<file path="src/rtl/vdi_pkg.sv">
// Package for the vertex deduplication indexer.
// Holds shared constants and the controller/datapath command and status types.
package vdi_pkg;
  localparam int TableDepthDef = 1024;
  localparam int KeyW = 256;
  localparam int SumW = 32;
  localparam int SumN = 6;

  // Controller commands to the datapath.
  typedef struct packed {
    logic load;      // capture the input beat
    logic clear;     // reset the entry count
    logic scan_init; // start the scan at entry zero
    logic scan_step; // advance the scan
    logic rd_sums;   // read the sums of the hit entry
    logic wr_hit;    // write back updated sums
    logic wr_new;    // store a new entry
    logic set_full;  // form the overflow result
    logic out_load;  // present the result
  } vdi_cmd_t;

  // Datapath status to the controller.
  typedef struct packed {
    logic clear_req; // captured beat starts a mesh
    logic scan_done; // scanned every valid entry
    logic match;     // key at scan pointer matches
    logic full;      // no free entry
  } vdi_sts_t;
endpackage

</file>
<file path="src/rtl/vdi_ctrl.sv">
// Controller state machine of the vertex deduplication indexer.
// Depends on vdi_pkg for the command and status structs.
module vdi_ctrl (
  input  logic              clk,
  input  logic              rst_n,
  input  logic              in_fire,
  input  logic              out_busy,
  input  vdi_pkg::vdi_sts_t sts,
  output logic              in_ready,
  output vdi_pkg::vdi_cmd_t cmd
);
  import vdi_pkg::*;

  typedef enum logic [5:0] {
    S_IDLE = 6'b000001,
    S_INIT = 6'b000010,
    S_SCAN = 6'b000100,
    S_READ = 6'b001000,
    S_UPD  = 6'b010000,
    S_OUT  = 6'b100000
  } state_t;

  state_t state_r, state_nxt;
  logic   hit_r, hit_nxt;

  assign in_ready = (state_r == S_IDLE);

  // Next state and commands.
  always_comb begin
    state_nxt = state_r;
    hit_nxt   = hit_r;
    cmd       = '0;
    unique case (state_r)
      S_IDLE: begin
        if (in_fire) begin
          cmd.load  = 1'b1;
          state_nxt = S_INIT;
        end
      end
      S_INIT: begin
        cmd.clear     = sts.clear_req;
        cmd.scan_init = 1'b1;
        state_nxt     = S_SCAN;
      end
      S_SCAN: begin
        if (sts.scan_done) begin
          hit_nxt   = 1'b0;
          state_nxt = S_UPD;
        end else if (sts.match) begin
          hit_nxt     = 1'b1;
          cmd.rd_sums = 1'b1;
          state_nxt   = S_READ;
        end else begin
          cmd.scan_step = 1'b1;
        end
      end
      S_READ: state_nxt = S_UPD;
      S_UPD: begin
        if (hit_r) cmd.wr_hit = 1'b1;
        else if (sts.full) cmd.set_full = 1'b1;
        else cmd.wr_new = 1'b1;
        state_nxt = S_OUT;
      end
      S_OUT: begin
        if (!out_busy) begin
          cmd.out_load = 1'b1;
          state_nxt    = S_IDLE;
        end
      end
      default: state_nxt = S_IDLE;
    endcase
  end

  always_ff @(posedge clk) begin
    if (!rst_n) begin
      state_r <= S_IDLE;
      hit_r   <= 1'b0;
    end else begin
      state_r <= state_nxt;
      hit_r   <= hit_nxt;
    end
  end

  // A beat is only captured while idle.
  a_load_idle: assert property (@(posedge clk) disable iff (!rst_n)
    cmd.load |-> state_r == S_IDLE) else $error("load outside idle");
  // Only one kind of store write per vertex.
  a_one_wr: assert property (@(posedge clk) disable iff (!rst_n)
    !(cmd.wr_hit && cmd.wr_new)) else $error("double write");
  // Result follows a write or overflow step.
  a_upd_out: assert property (@(posedge clk) disable iff (!rst_n)
    (state_r == S_UPD) |=> state_r == S_OUT) else $error("update not followed by output");
endmodule

</file>
<file path="config.mk">
export PLATFORM = sky130hd
export DESIGN_NAME = vdi_ctrl
export DESIGN_NICKNAME = d
export VERILOG_FILES = /design/src/rtl/vdi_pkg.sv /design/src/rtl/vdi_ctrl.sv
export SDC_FILE = /design/constraint.sdc
export NUM_CORES = 1
export LEC_CHECK = 0
export ABC_AREA = 0
export ABC_CLOCK_PERIOD_IN_PS = 1700
export BUFFER_PORTS_ARGS = -buffer_cell sky130_fd_sc_hd__buf_2
export CAP_MARGIN = 10
export CORE_AREA = 2 2 39 41
export DETAILED_ROUTE_END_ITERATION = 12
export DIE_AREA = 0 0 41 43
export PLACE_DENSITY = 0.61
export SKIP_CTS_REPAIR_TIMING = 1
export SLEW_MARGIN = 10
export SYNTH_ARGS = -nofsm -noshare
export SYNTH_HDL_FRONTEND = slang
export SYNTH_SLANG_ARGS = --single-unit
export TNS_END_PERCENT = 100
</file>
<file path="constraint.sdc">
create_clock -name clk -period 1.7 [get_ports clk]
set_input_delay 0.255 -clock clk [delete_from_list [all_inputs] [get_ports clk]]
set_output_delay 0.255 -clock clk [all_outputs]
set_load 0.1 [all_outputs]
</file>
* Word level (Yosys, flattened, before mapping)
Cells that the tools add are included.
Word-level totals: flip-flop bits (word level) 7, input bits 8, output and inout bits 10, word-level logic and storage cells 35
Cells by class: eq/ne operators 9, muxes and demuxes 21, reductions and logical operators 3
Operator list (count):
- 6-bit case mux with 6 select lines | 1
- 6-bit 2-to-1 mux | 4
- 1-bit 2-to-1 mux | 11
- 2-bit 2-to-1 mux | 4
- 6-bit by 1-bit equality test with 1-bit output, second input constant | 1
- 6-bit by 2-bit equality test with 1-bit output, second input constant | 1
- 6-bit by 3-bit equality test with 1-bit output, second input constant | 1
- 6-bit by 4-bit equality test with 1-bit output, second input constant | 1
- 6-bit by 5-bit equality test with 1-bit output, second input constant | 1
- 6-bit equality test, second input constant | 1
- 2-bit inequality test, second input constant | 2
- 3-bit 2-to-1 mux | 1
- 3-bit inequality test, second input constant | 1
- 3-bit AND reduction | 1
- 2-bit AND reduction | 1
- 2-bit nonzero test | 1

* Logic depth before layout (Yosys ltp)
word-level depth 3, mapped depth 4, depth with buffers taken out 4

* Least setup slack after synthesis
Ideal clock, no wire load.
kind register -> output, start reg state_r[2], end out cmd[8] in the netlist's numbering, data arrival time 4.154 ns, required time 1.445 ns, setup slack -2.709 ns, cell stages (with the launch flop) 4, path buffers 0, cell sequence dfxtp_1 -> or4_4 -> nor3b_1 -> and2_1
RTL lines:
- start, declared | RTL line vdi_ctrl.sv:23 | state_t state_r, state_nxt;
- start signal, assigned | RTL line vdi_ctrl.sv:79 | state_r <= state_nxt;
- end, declared | RTL line vdi_ctrl.sv:10 | output vdi_pkg::vdi_cmd_t cmd

==> impl_results.md <==
* Post-route ant nets at 0
* Final worst path period need at approximately 2.2 ns
* Antenna cell count at 0
* CP arrival at 1.99 ns
* DRC viols at 0
* Synthesized netlist cell count at 52
* Worst path top cell family by delay: simple AND/OR/NAND/NOR gates
* VDD IR max at roughly 0.44 mV
* Final period util at 132%
* Rows at 14
* Fmax at 446 MHz
* Vias per cell at about 5.1
* Required @ worst endpoint at about 1.4 ns
* Pwr Total at 631 uW
* Final TNS setup at -3.67 ns
* Vias in the first global route at a little over 500
* Most frequent cells in the layout: 17 x buf_4, 10 x buf_12, 7 x buf_2, 6 x buf_6, 5 x dfxtp_2
* IO Count at 18
* Final Max Slew Viols at 0
* Drt first-iter violations at 2
* Max_slew headroom at between 80% and 90%
* Global Route Usage Sum at 19.8%
* Chip width at 41 um
* CP max stage delay at 0.54 ns
* Clk_skew at roughly 0.0056 ns
* Outcome: complete, but fails checks
* Vias at 576
* Synthesized cell area at 438 um2
* Crit path max fanout at 3
* Actual slew at the worst max-slew pin at 0.286 ns
* Fin. Hold Viols at 0
* Power per cell area at 604 nW/um2
* CTS buffer count at 3
* YS warnings at 0
* Clock transition at the registers of the reported paths at 0.06 ns
* CTS sink count at 7
* # setup viols final at 11
* Initial Utilization at between 30% and 40%
* Commonest non-fill, non-tap cell in the layout: buf_4
* Distinct cells, synth at 29
* Core box area at 1380 um2
* Flops & latches, synth at 7
* Total routed wirelength at around 1500 um
* Seq/Total Area, Yosys at between 30% and 40%
* Slowest cell on crit path: or4_4
* Violated checks: negative setup slack
* Critical Path Source Type: register
* Clock buffer depth at 2
* Count of input and output buffers at 17
* Worst-skew pair later-pin latency at approximately 0.26 ns
* First-pass GRT wire length at between 2000 and 2500 um
* CTS tree: yes
* RSZ-0062 raised after global routing: true
* Syn nets at 60
* Hpwl dp at 1130 um
* Routed len/inst at ~14 um
* Max_cap viols at 0
* GP Congestion at between 0.7 and 0.8
* Remaining global-route overflow at 0
* Placed cell areas at 890 um2
* Crit path buffers/inverters at 2
* Final WS setup at -0.540 ns
* Share of cells above drive strength 1 at between 70% and 80%
* CP Capture Type: primary output
* Lkg Pwr at 0.000434 uW
* Worst hold path class: input pin to register
* Pre-antenna DRT Iters at 4
* CTS Root Cell: clkbuf_4
* Finished Cell Area at 1050 um2
* H-tree depth at 1
* Maximum number of pins on one net before global-route repair at 9
* Area grow syn2layout at 139%
* Avg Cell Area, Syn at 8.42 um2
* Nets at roughly 110
* Die footprint at about 1800 um2
* Initial antenna violation count at 0
* Setup CP Type: register to primary output
* Cell chain of the critical path: or4_4 -> or3b_4 -> buf_4 -> nor2_4 -> buf_12
* Chip height at 43 um
## flip-flops by register name, summed over array words and instances (netlist names)
name,flops
state_r,6
hit_r,1
## cells in the mapped netlist
cell type | n | share of area (%)
and2b_1 | 1 | 1.7
o21ba_2 | 1 | 2.3
or4_4 | 1 | 2.6
a311oi_1 | 1 | 2.0
nor4bb_1 | 1 | 2.3
nor2b_1 | 1 | 1.4
and4_1 | 1 | 2.0
and2_1 | 2 | 2.9
xor2_1 | 1 | 2.0
or3_1 | 1 | 1.4
nand4b_1 | 2 | 4.0
a31oi_1 | 2 | 2.9
nand2b_1 | 2 | 2.9
a21oi_1 | 3 | 3.4
nor3b_2 | 1 | 2.9
or3b_2 | 1 | 2.0
nor3b_1 | 1 | 1.7
dfxtp_1 | 7 | 32
o21ai_0 | 2 | 2.3
or3b_4 | 1 | 2.6
o21bai_1 | 1 | 1.7
nor3_1 | 2 | 2.3
a221oi_1 | 1 | 2.0
and3b_1 | 1 | 2.0
nor2_1 | 3 | 2.6
inv_1 | 5 | 4.3
nor4_1 | 3 | 4.3
nand2_1 | 2 | 1.7
o311ai_0 | 1 | 2.0
## cells by family (layout without fill, tap and decap cells)
family                 Yosys count  in the layout  synth area share [%]
AND/OR/NAND/NOR                 27             27                  43.1
XOR/XNOR                         1              1                  2.00
buffers and inverters            5             49                  4.29
flip-flops                       7              7                  32.0
AO/OA/AOI/OAI                   12             12                  18.6
## per-layer routing
layer / wire length [um] / global-route usage [%]
met1: 671 / 24.8
met2: 798 / 30.0
met3: 52 / 4.71
met4: 15 / 10.0
met5: 0 / 0
## cell type report
type                            count  area [um2]
Multi-Input combinational cell     40         400
Clock buffer                        4        26.3
Inverter                            5        22.5
Tap cell                           16        20.0
Fill cell                          93         338
Sequential cell                     7         146
Timing Repair Buffer               40         430
## worst register-to-register path, stage by stage, from the launching register on
cell      delay, ns
dfxtp_2        0.33
buf_4          0.13
buf_6          0.12
nor4_4         0.26
buf_4          0.15
nand4b_1       0.25
nand2b_1       0.20
o21ba_2        0.17
## worst paths after layout
kind / startpoint / end / slack [ns] / cells after the start
max: state_r[2] / cmd[3] / -0.54 / 5
min: sts[2] / state_r[3] / 0.25 / 2
max reg2reg: state_r[2] / state_r[2] / -0.02 / 7
min reg2reg: hit_r / hit_r / 0.65 / 2
## power by group
part	internal (uW)	switching, uW	leakage (uW)	total (uW)
clock	90.1	69.6	0.0000150	160
combinational	140	146	0.000361	287
sequential	172	13.2	0.0000585	185
## through the flow
| stage | util, % | worst slack [ns] | std cells | hold slack [ns] |
|---|---|---|---|---|
| 2_1_floorplan | - | -0.794 | 52 | 0.325 |
| 3_3_place_gp | 64.3 | -0.236 | 100 | 0.515 |
| 3_5_place_dp | 64.3 | -0.257 | 100 | 0.515 |
| 4_1_cts | 66.2 | -0.537 | 104 | 0.237 |
| 5_1_grt | 75.6 | -0.581 | 112 | 0.256 |
| 6_report | 75.6 | -0.540 | 112 | 0.249 |
No activity file was read; power rests on OpenSTA's default activity.
